--- src/rtl/mlm_pkg.sv ---
// shared constants for the multiprecision limb multiplier
`timescale 1ns / 1ps

package mlm_pkg;

    localparam int MAX_LIMBS_DEF  = 16;
    localparam int LIMB_BITS_DEF  = 32;
    localparam int DIGIT_BITS     = 8;

    localparam int A_LIMBS_W      = 5;
    localparam int A_LIMBS_RESET  = 16;
    localparam int A_INDEX_W      = 4;
    localparam int LIMB_W         = 32;

    localparam int S_TDATA_W      = 40;
    localparam int M_TDATA_W      = 32;

    localparam logic MODE_LOAD_A  = 1'b0;
    localparam logic MODE_FEED_B  = 1'b1;

endpackage

--- src/rtl/multiprecision_limb_multiplier_unit.sv ---
// schoolbook multiprecision multiplier with a digit-serial multiply-accumulate datapath
`timescale 1ns / 1ps

//  channel   direction  fields (low bit first)                           transfer
//  s_axis    in         tdata: a_index[3:0], limb_value[35:4]            tvalid & tready
//                       tuser: mode, tlast: last_b
//  m_axis    out        tdata: product_limb[31:0], tlast: last_limb      tvalid & tready
//  cfg       in         data: a_limbs[4:0]                               valid & ready
//
//  a B limb runs S_FETCH, K = ceil(LIMB_BITS/8) digit steps of the shared LIMB_BITS x 8
//  multiplier in S_MAC and S_PUSH for each used A limb, then S_TAIL, then S_OUT, which
//  emits the product limbs (1, or na+1 on the last B limb)
//  reset clears the partial row and sets a_limbs to 16; the A store is not cleared
//  a stalled m_axis holds the emit phase; s_axis is ready only while idle

module multiprecision_limb_multiplier_unit #(
    parameter int MAX_LIMBS = mlm_pkg::MAX_LIMBS_DEF,
    parameter int LIMB_BITS = mlm_pkg::LIMB_BITS_DEF
) (
    input  logic                          i_clk,
    input  logic                          i_rst_n,
    input  logic                          s_axis_tvalid,
    output logic                          s_axis_tready,
    input  logic [mlm_pkg::S_TDATA_W-1:0] s_axis_tdata,   // a_index, limb_value
    input  logic                          s_axis_tuser,   // mode
    input  logic                          s_axis_tlast,
    output logic                          m_axis_tvalid,
    input  logic                          m_axis_tready,
    output logic [mlm_pkg::M_TDATA_W-1:0] m_axis_tdata,   // product_limb
    output logic                          m_axis_tlast,
    input  logic                          i_cfg_valid,
    output logic                          o_cfg_ready,
    input  logic [mlm_pkg::A_LIMBS_W-1:0] i_cfg_data      // a_limbs
);

    localparam int LB   = LIMB_BITS;
    localparam int DIG  = mlm_pkg::DIGIT_BITS;
    localparam int NDIG = (LB + DIG - 1) / DIG;
    localparam int BW   = NDIG * DIG;
    localparam int DCW  = $clog2(NDIG);
    localparam int ROW  = MAX_LIMBS + 1;
    localparam int AW   = (MAX_LIMBS > 1) ? $clog2(MAX_LIMBS) : 1;
    localparam int IXW  = $clog2(MAX_LIMBS + 2);
    localparam int CW   = (IXW > mlm_pkg::A_LIMBS_W) ? IXW : mlm_pkg::A_LIMBS_W;
    localparam int XAW  = AW + mlm_pkg::A_INDEX_W;

    localparam logic [2:0] S_IDLE  = 3'd0;
    localparam logic [2:0] S_FETCH = 3'd1;
    localparam logic [2:0] S_MAC   = 3'd2;
    localparam logic [2:0] S_PUSH  = 3'd3;
    localparam logic [2:0] S_TAIL  = 3'd4;
    localparam logic [2:0] S_OUT   = 3'd5;

    logic [2:0]                      r_state,  n_state;
    logic [mlm_pkg::A_LIMBS_W-1:0]   r_a_limbs;
    logic [IXW-1:0]                  r_idx,    n_idx;
    logic [IXW-1:0]                  r_na,     n_na;
    logic [DCW-1:0]                  r_dig,    n_dig;
    logic                            r_last,   n_last;
    logic [BW-1:0]                   r_b,      n_b;
    logic [BW-1:0]                   r_emit,   n_emit;
    logic [LB:0]                     r_acc,    n_acc;
    logic [LB-1:0]                   r_carry,  n_carry;
    logic [LB-1:0]                   r_row [ROW];
    logic [LB-1:0]                   n_row [ROW];
    logic                            r_m_valid, n_m_valid;
    logic [mlm_pkg::M_TDATA_W-1:0]   r_m_data,  n_m_data;
    logic                            r_m_last,  n_m_last;

    logic [LB-1:0]                   mem [MAX_LIMBS];
    logic [LB-1:0]                   r_a_rd;

    logic                            w_in_xfer;
    logic [mlm_pkg::A_INDEX_W-1:0]   w_a_index;
    logic [LB-1:0]                   w_limb;
    logic [XAW-1:0]                  w_widx;
    logic                            w_wr_en;
    logic                            w_rd_ok;
    logic [CW-1:0]                   w_len;
    logic [CW-1:0]                   w_na;
    logic [LB+DIG-1:0]               w_prod;
    logic [LB+DIG:0]                 w_sum;
    logic [LB+BW:0]                  w_cat;
    logic                            w_push;
    logic [LB-1:0]                   w_push_val;
    logic                            w_clear;

    assign s_axis_tready = (r_state == S_IDLE);
    assign o_cfg_ready   = 1'b1;
    assign m_axis_tvalid = r_m_valid;
    assign m_axis_tdata  = r_m_data;
    assign m_axis_tlast  = r_m_last;

    assign w_in_xfer = s_axis_tvalid && s_axis_tready;
    assign w_a_index = s_axis_tdata[mlm_pkg::A_INDEX_W-1:0];
    assign w_limb    = s_axis_tdata[mlm_pkg::A_INDEX_W +: LB];
    assign w_widx    = XAW'(w_a_index);
    assign w_wr_en   = w_in_xfer && (s_axis_tuser == mlm_pkg::MODE_LOAD_A)
                       && (w_widx < XAW'(MAX_LIMBS));
    assign w_rd_ok   = (r_idx < IXW'(MAX_LIMBS));

    // used length: zero taken as one, clipped to the store depth
    assign w_len = CW'(r_a_limbs);
    assign w_na  = (w_len == '0) ? CW'(1) :
                   (w_len > CW'(MAX_LIMBS)) ? CW'(MAX_LIMBS) : w_len;

    // one digit of b against one A limb
    assign w_prod = r_a_rd * r_b[DIG-1:0];
    assign w_sum  = {{DIG{1'b0}}, r_acc} + {1'b0, w_prod};
    assign w_cat  = {r_acc, r_emit};

    always_comb begin
        n_state   = r_state;
        n_idx     = r_idx;
        n_na      = r_na;
        n_dig     = r_dig;
        n_last    = r_last;
        n_b       = r_b;
        n_emit    = r_emit;
        n_acc     = r_acc;
        n_carry   = r_carry;
        n_m_valid = r_m_valid;
        n_m_data  = r_m_data;
        n_m_last  = r_m_last;
        w_push    = 1'b0;
        w_push_val = '0;
        w_clear   = 1'b0;

        if (m_axis_tready) begin
            n_m_valid = 1'b0;
        end

        case (r_state)
            S_IDLE: begin
                if (w_in_xfer && (s_axis_tuser == mlm_pkg::MODE_FEED_B)) begin
                    n_b     = BW'(w_limb);
                    n_last  = s_axis_tlast;
                    n_na    = w_na[IXW-1:0];
                    n_idx   = '0;
                    n_carry = '0;
                    n_state = S_FETCH;
                end
            end
            S_FETCH: begin
                n_acc   = {1'b0, r_row[0]} + {1'b0, r_carry};
                n_dig   = '0;
                n_state = S_MAC;
            end
            S_MAC: begin
                n_acc  = w_sum[LB+DIG:DIG];
                n_emit = {w_sum[DIG-1:0], r_emit[BW-1:DIG]};
                n_b    = {r_b[DIG-1:0], r_b[BW-1:DIG]};
                if (r_dig == DCW'(NDIG - 1)) begin
                    n_state = S_PUSH;
                end else begin
                    n_dig = r_dig + DCW'(1);
                end
            end
            S_PUSH: begin
                w_push     = 1'b1;
                w_push_val = r_emit[LB-1:0];
                n_carry    = w_cat[2*LB-1:LB];
                n_idx      = r_idx + IXW'(1);
                if ((r_idx + IXW'(1)) == r_na) begin
                    n_state = S_TAIL;
                end else begin
                    n_state = S_FETCH;
                end
            end
            S_TAIL: begin
                w_push     = 1'b1;
                w_push_val = (r_idx == r_na) ? r_carry : r_row[0];
                if (r_idx == IXW'(ROW - 1)) begin
                    n_idx   = '0;
                    n_state = S_OUT;
                end else begin
                    n_idx = r_idx + IXW'(1);
                end
            end
            S_OUT: begin
                if (!r_m_valid || m_axis_tready) begin
                    n_m_valid  = 1'b1;
                    n_m_data   = mlm_pkg::M_TDATA_W'(r_row[0]);
                    n_m_last   = r_last && (r_idx == r_na);
                    w_push     = 1'b1;
                    w_push_val = '0;
                    n_idx      = r_idx + IXW'(1);
                    if (!r_last || (r_idx == r_na)) begin
                        w_clear = r_last;
                        n_state = S_IDLE;
                    end
                end
            end
            default: begin
                n_state = S_IDLE;
            end
        endcase

        for (int k = 0; k < ROW; k++) begin
            n_row[k] = r_row[k];
        end
        if (w_clear) begin
            for (int k = 0; k < ROW; k++) begin
                n_row[k] = '0;
            end
        end else if (w_push) begin
            for (int k = 0; k < ROW - 1; k++) begin
                n_row[k] = r_row[k+1];
            end
            n_row[ROW-1] = w_push_val;
        end
    end

    always_ff @(posedge i_clk) begin
        if (!i_rst_n) begin
            r_state   <= S_IDLE;
            r_a_limbs <= mlm_pkg::A_LIMBS_W'(mlm_pkg::A_LIMBS_RESET);
            r_idx     <= '0;
            r_na      <= '0;
            r_dig     <= '0;
            r_last    <= 1'b0;
            r_carry   <= '0;
            r_m_valid <= 1'b0;
            for (int k = 0; k < ROW; k++) begin
                r_row[k] <= '0;
            end
        end else begin
            r_state   <= n_state;
            r_idx     <= n_idx;
            r_na      <= n_na;
            r_dig     <= n_dig;
            r_last    <= n_last;
            r_carry   <= n_carry;
            r_m_valid <= n_m_valid;
            for (int k = 0; k < ROW; k++) begin
                r_row[k] <= n_row[k];
            end
            if (i_cfg_valid && o_cfg_ready) begin
                r_a_limbs <= i_cfg_data;
            end
        end
    end

    always_ff @(posedge i_clk) begin
        r_b      <= n_b;
        r_emit   <= n_emit;
        r_acc    <= n_acc;
        r_m_data <= n_m_data;
        r_m_last <= n_m_last;
    end

    // operand A store
    always_ff @(posedge i_clk) begin
        if (w_wr_en) begin
            mem[w_widx[AW-1:0]] <= w_limb;
        end
    end

    always_ff @(posedge i_clk) begin
        if (w_rd_ok) begin
            r_a_rd <= mem[r_idx[AW-1:0]];
        end
    end

endmodule

--- config.mk ---
export PLATFORM = sky130hd
export DESIGN_NAME = multiprecision_limb_multiplier_unit
export DESIGN_NICKNAME = d
export VERILOG_FILES = /design/src/rtl/mlm_pkg.sv /design/src/rtl/multiprecision_limb_multiplier_unit.sv
export SDC_FILE = /design/constraint.sdc
export NUM_CORES = 2
export LEC_CHECK = 0
export ABC_AREA = 1
export BUFFER_PORTS_ARGS = -buffer_cell sky130_fd_sc_hd__clkbuf_2
export CAP_MARGIN = 20
export CORE_MARGIN = 2
export CORE_UTILIZATION = 57
export DETAILED_ROUTE_END_ITERATION = 10
export PLACE_DENSITY = 0.76
export SKIP_CTS_REPAIR_TIMING = 1
export SLEW_MARGIN = 10
export SYNTH_ARGS = -nofsm -noshare
export SYNTH_HDL_FRONTEND = slang
export SYNTH_SLANG_ARGS = --single-unit
--- constraint.sdc ---
create_clock -name i_clk -period 5.05 [get_ports i_clk]
set_clock_uncertainty 0.1 [all_clocks]
set_input_delay 1.01 -clock i_clk [delete_from_list [all_inputs] [get_ports i_clk]]
set_output_delay 1.01 -clock i_clk [all_outputs]
set_load 0.02 [all_outputs]
# Word level (Yosys, flattened, before mapping)
# Memories as Yosys holds them, arrays and structs flattened. A register that Yosys moved wholly into a read port is not among the register bits.
# Cells that the tools add are included.
# classes
n_reduce_logical,23
bitwise,18
n_lt_le_gt_ge,3
n_eq_ne,15
muxes,53
addsub,4
mul,1
# op_table
op,n
two-way mux 544 bit,2
two-way mux 32 bit,20
one-hot mux 32 bit (2 select lines),3
one-hot mux 33 bit (2 select lines),1
adder 33 x 40 -> 41 bit,1
multiplier 32 x 8 -> 40 bit,1
adder 32 x 32 -> 33 bit,1
two-way mux 5 bit,5
one-hot mux 5 bit (4 select lines),1
two-way mux 3 bit,6
one-hot mux 3 bit (6 select lines),1
OR 1 bit,17
two-way mux 1 bit,11
equality test 5 bit,2
"inequality test 2 bit, second input constant",5
AND reduction 2 bit,5
"equality test 3 x 2 -> 1 bit, second input constant",2
"equality test 3 bit, second input constant",2
nonzero test 2 bit,3
"adder 5 x 1 -> 5 bit, second input constant",1
"equality test 5 bit, second input constant",1
"> comparator 5 bit, second input constant",1
logical AND 1 bit,5
zero test 5 bit,1
17 further kinds,19
# totals
reg_bits,184
output_inout_bits,36
n_memories,2
inputBits,52
ram_bits,1056
# memory_table
memory,depth,word_bits,rd,rd_clocked_by_memory_dff,write_ports,line_no,rtl
r_row,17,32,17,0,17,multiprecision_limb_multiplier_unit.sv:64,logic [LB-1:0] r_row [ROW];
mem,16,32,1,1,1,multiprecision_limb_multiplier_unit.sv:70,logic [LB-1:0] mem [MAX_LIMBS];

# Logic depth before layout (Yosys ltp)
# logic_depth
word_depth,7
depth_mapped,27
mapped_depth_nobuf,25

# Worst setup path after synthesis
# OpenSTA, ideal clock, no wires.
# synth_timing
kind,input -> register
startpoint,in s_axis_tvalid
endpoint,"mem mem[5][0] in the netlist's numbering, enable pin"
path_buffers,0
stages,4
path_slack_ns,0.025
arrival_time_ns,4.423
path_cell_list,nand2_1 nor2_1 inv_1 nor4_1
# synth_via
elab_chain_len,5
# synth_lines
item,line_no,rtl
"start, declared",multiprecision_limb_multiplier_unit.sv:22,"input logic s_axis_tvalid,"
logical AND 1 bit,multiprecision_limb_multiplier_unit.sv:94,assign w_in_xfer = s_axis_tvalid && s_axis_tready;
logical AND 1 bit,multiprecision_limb_multiplier_unit.sv:98,assign w_wr_en = w_in_xfer && (s_axis_tuser == mlm_pkg::MODE_LOAD_A)
logical AND 1 bit,multiprecision_limb_multiplier_unit.sv:99,&& (w_widx < XAW'(MAX_LIMBS));
two-way mux 1 bit,multiprecision_limb_multiplier_unit.sv:254,if (w_wr_en) begin
two-way mux 1 bit (implied by the code),multiprecision_limb_multiplier_unit.sv:255,mem[w_widx[AW-1:0]] <= w_limb;
"end, declared",multiprecision_limb_multiplier_unit.sv:70,
# Every way passes these cells.

# Worst setup path after layout
# layout_timing
startpoint,reg r_b[0]
endpoint,"reg r_acc[24], data pin"
# layout_via
elab_chain_len,3
# layout_lines
item,line_no,rtl
"start, declared",multiprecision_limb_multiplier_unit.sv:60,"logic [BW-1:0] r_b, n_b;"
"start signal, assigned",multiprecision_limb_multiplier_unit.sv:245,r_b <= n_b;
multiplier 32 x 8 -> 40 bit,multiprecision_limb_multiplier_unit.sv:108,assign w_prod = r_a_rd * r_b[DIG-1:0];
adder 33 x 40 -> 41 bit,multiprecision_limb_multiplier_unit.sv:109,"assign w_sum = {{DIG{1'b0}}, r_acc} + {1'b0, w_prod};"
one-hot mux 33 bit (2 select lines),multiprecision_limb_multiplier_unit.sv:133,case (r_state)
named net n_acc[24],multiprecision_limb_multiplier_unit.sv:62,"logic [LB:0] r_acc, n_acc;"
"end signal, assigned",multiprecision_limb_multiplier_unit.sv:247,r_acc <= n_acc;
"end, declared",multiprecision_limb_multiplier_unit.sv:62,
# The timed path passes the listed nets, and every way through them passes these cells.
# A chain may end at the register's enable or synchronous reset.

==> results.py <==
metrics = {
    "clock_network": {
        "cts_tree": "done",
        "cts_root_buffer": "clkbuf_16",
        "path_clk_slew_ps": 60,
        "cts_num_sinks": 1272,
        "insertion_delay_ps": 760,
        "cts_buffers": 131,
        "h-tree-depth": 4,
        "clockBufferDepth": 3,
    },
    "layout": {
        "finalNetCount": 6798,
        "drive_above_1_share_pct": 6.55,
        "fin_area_um2": 64800,
        "fillers": 8168,
        "area_growth_pct": 10.4,
        "finalNonFillerCells": 7906,
    },
    "global_route": {
        "grt_max_degree": 219,
        "antenna_found_initial": 4,
        "grt_pass1_vias": 41400,
        "grt_pass1_wl_mm": 222,
        "overflow": 0,
        "grtUsageTotal_pct": 26.5,
    },
    "critical_path": {
        "cp.arrival_ps": 5210,
        "cp-start-kind": "flip-flop",
        "path_max_fanout": 33,
        "cp.required_ps": 5430,
        "critPathKind": "reg2reg",
        "setup.worst_path.end_class": "flip-flop",
    },
    "logic_synthesis": {
        "synthDistinctLibCells": 40,
        "netlist.area_leader.share_pct": 34.5,
        "synth_top_area_cell": "edfxtp_1",
        "syn_area_per_cell_um2": 9.02,
        "yosysWarningCount": 0,
        "ys_ff_latch": 1272,
        "synthesis.area_um2": 58700,
        "netlist_top_cells_area": "edfxtp_1, dfxtp_1, nand2_1",
        "syn_inst": 6508,
        "syn-num-nets": 6874,
        "post-synth-top-count-cell": "nand2_1",
        "ys_seq_area_share_pct": 54.8,
        "ys.flop_type": "edfxtp_1",
        "yosys-top-cells-count": "nand2_1, edfxtp_1, a21oi_1, inv_1, dfxtp_1",
        "synth_edf_count": 674,
        "ys_async_sr_fraction_pct": 0,
    },
    "routing": {
        "wl_per_cell_um": 17.8,
        "wl_met3_mm": 12.4,
        "ant_nets": 0,
        "drc": 0,
        "vias": 43800,
        "wl_met1_mm": 60.3,
        "drt_pass1_iterations": 5,
        "met2_length_mm": 63.3,
        "top_layer": "met5",
        "routed_via_density": 5.54,
        "drt-initial-drc-count": 4785,
        "wl_mm": 141,
    },
    "placement": {
        "dpl_cell_area_um2": 60200,
        "port_buffers": 82,
        "gp_congestion": 0.937,
        "dp_hpwl_mm": 90.2,
        "placedCellCount": 7654,
    },
    "sta": {
        "worst_pin_slew_ps": 1070,
        "hold_violations": 0,
        "period_share_pct": 95.7,
        "hold_ws_ps": 346,
        "finalMaxSlewViolations": 0,
        "finalCriticalPeriod_ps": 4830,
        "max_freq_ghz": 0.207,
        "rsz0062_at_grt": "true",
        "setup-violations-final": 0,
        "slew-limit-headroom_pct": 28.8,
    },
    "die": {
        "dieWidth_um": 325,
        "die-area_um2": 106000,
        "die_height_um": 325,
        "initial_core_util_pct": 57.6,
        "std_cell_rows": 117,
        "core-area_um2": 102000,
        "io_pins": 88,
    },
    "job": {
        "drv_cap": 0,
    },
    "status": {
        "status": "finished clean",
    },
    "min_path": {
        "worstHoldPathType": "reg2reg",
    },
}
==> through the flow <==
step,TNS [ps],worst slack (ps),utilization [%]
after floorplan,0,25.0,-
after global placement,0,220,59.0
after detailed placement,0,146,59.0
after CTS,0,126,63.3
after global routing,-28.4,-25.9,63.5
final,0,216,63.5
==> routing by layer <==
metal | vias up | global-route usage (%)
li1 | 21000 | -
met1 | 20800 | 37.2
met2 | 1694 | 40.7
met4 | 2 | 10.6
met5 | - | 0
met3 | 301 | 5.04
==> flip-flops by register name, indices dropped and copies added, names as in the netlist, 32 cells and up <==
name / count
r_emit: 32
r_b: 32
m_axis_tdata: 32
r_a_rd: 32
r_carry: 32
r_row: 544
mem: 512
r_acc: 33
==> kinds of logic after synthesis <==
| group | share of synthesized area (%) |
|---|---|
| xor+xnor | 0.283 |
| flops | 54.8 |
| compound gates | 10.9 |
| buf+inv | 7.13 |
| other cells | 0.00638 |
| simple gates | 17.5 |
| fa+ha+maj | 9.42 |
==> path summary, 6_finish.rpt <==
kind / from / to / slack [ps] / depth (start not counted)
min: r_row[0][423]$_SDFFE_PP0P_ / r_row[0][391]$_SDFFE_PP0P_ / 350 / 2
min reg2reg: r_row[0][423]$_SDFFE_PP0P_ / r_row[0][391]$_SDFFE_PP0P_ / 350 / 2
max: r_b[0]$_DFFE_PP_ / r_acc[24]$_DFFE_PP_ / 220 / 21
max reg2reg: r_b[0]$_DFFE_PP_ / r_acc[24]$_DFFE_PP_ / 220 / 21
==> cell usage in the layout, fill, tap and decap left out, types with 9 or more instances in the layout <==
master	netlist	layout
clkbuf_1	206	25
buf_4	24	64
edfxtp_1	674	674
clkinv_2	0	19
ha_1	100	99
o21bai_1	9	9
nand3b_1	10	10
nor3_1	25	21
nor2_4	0	15
a21oi_1	662	656
xor2_1	15	15
clkbuf_2	22	83
nand3_1	116	111
o22ai_1	128	128
fa_1	214	214
inv_1	660	657
nand4_1	44	44
o21ai_0	370	370
dfxtp_1	598	596
buf_12	0	24
nor2_1	419	398
clkbuf_8	0	17
clkbuf_16	0	136
clkinv_1	1	12
nand2_1	2016	2010
a31oi_1	33	33
==> critical path, cell delays in order, from the launching register on <==
cell and delay [ps]:
edfxtp_1 380, buf_12 210, nand2_1 100, fa_1 500
inv_1 60, fa_1 490, fa_1 560, inv_1 50
fa_1 470, inv_1 50, ha_2 380, nand2_1 110
nor2_1 270, nand2_1 120, nor2_1 100, nand2_1 80
nand3_2 180, nand2_1 100, nand2_1 70, nand2_1 40
nand3_1 70, nand2_1 50
==> final cells by class <==
type | instances | area, um^2 | share of cell area (%)
Sequential cell | 1272 | 32200 | 49.7
Multi-Input combinational cell | 4191 | 22600 | 34.8
Clock buffer | 179 | 3740 | 5.76
Inverter | 664 | 2510 | 3.87
Tap cell | 1368 | 1710 | 2.64
Timing Repair Buffer | 172 | 1430 | 2.20
Clock inverter | 58 | 642 | 0.990
Antenna cell | 2 | 5.00 | 0.00772
Power is not shown: default switching activity piles up to over one toggle a cycle in this logic, so the estimate is an artifact.
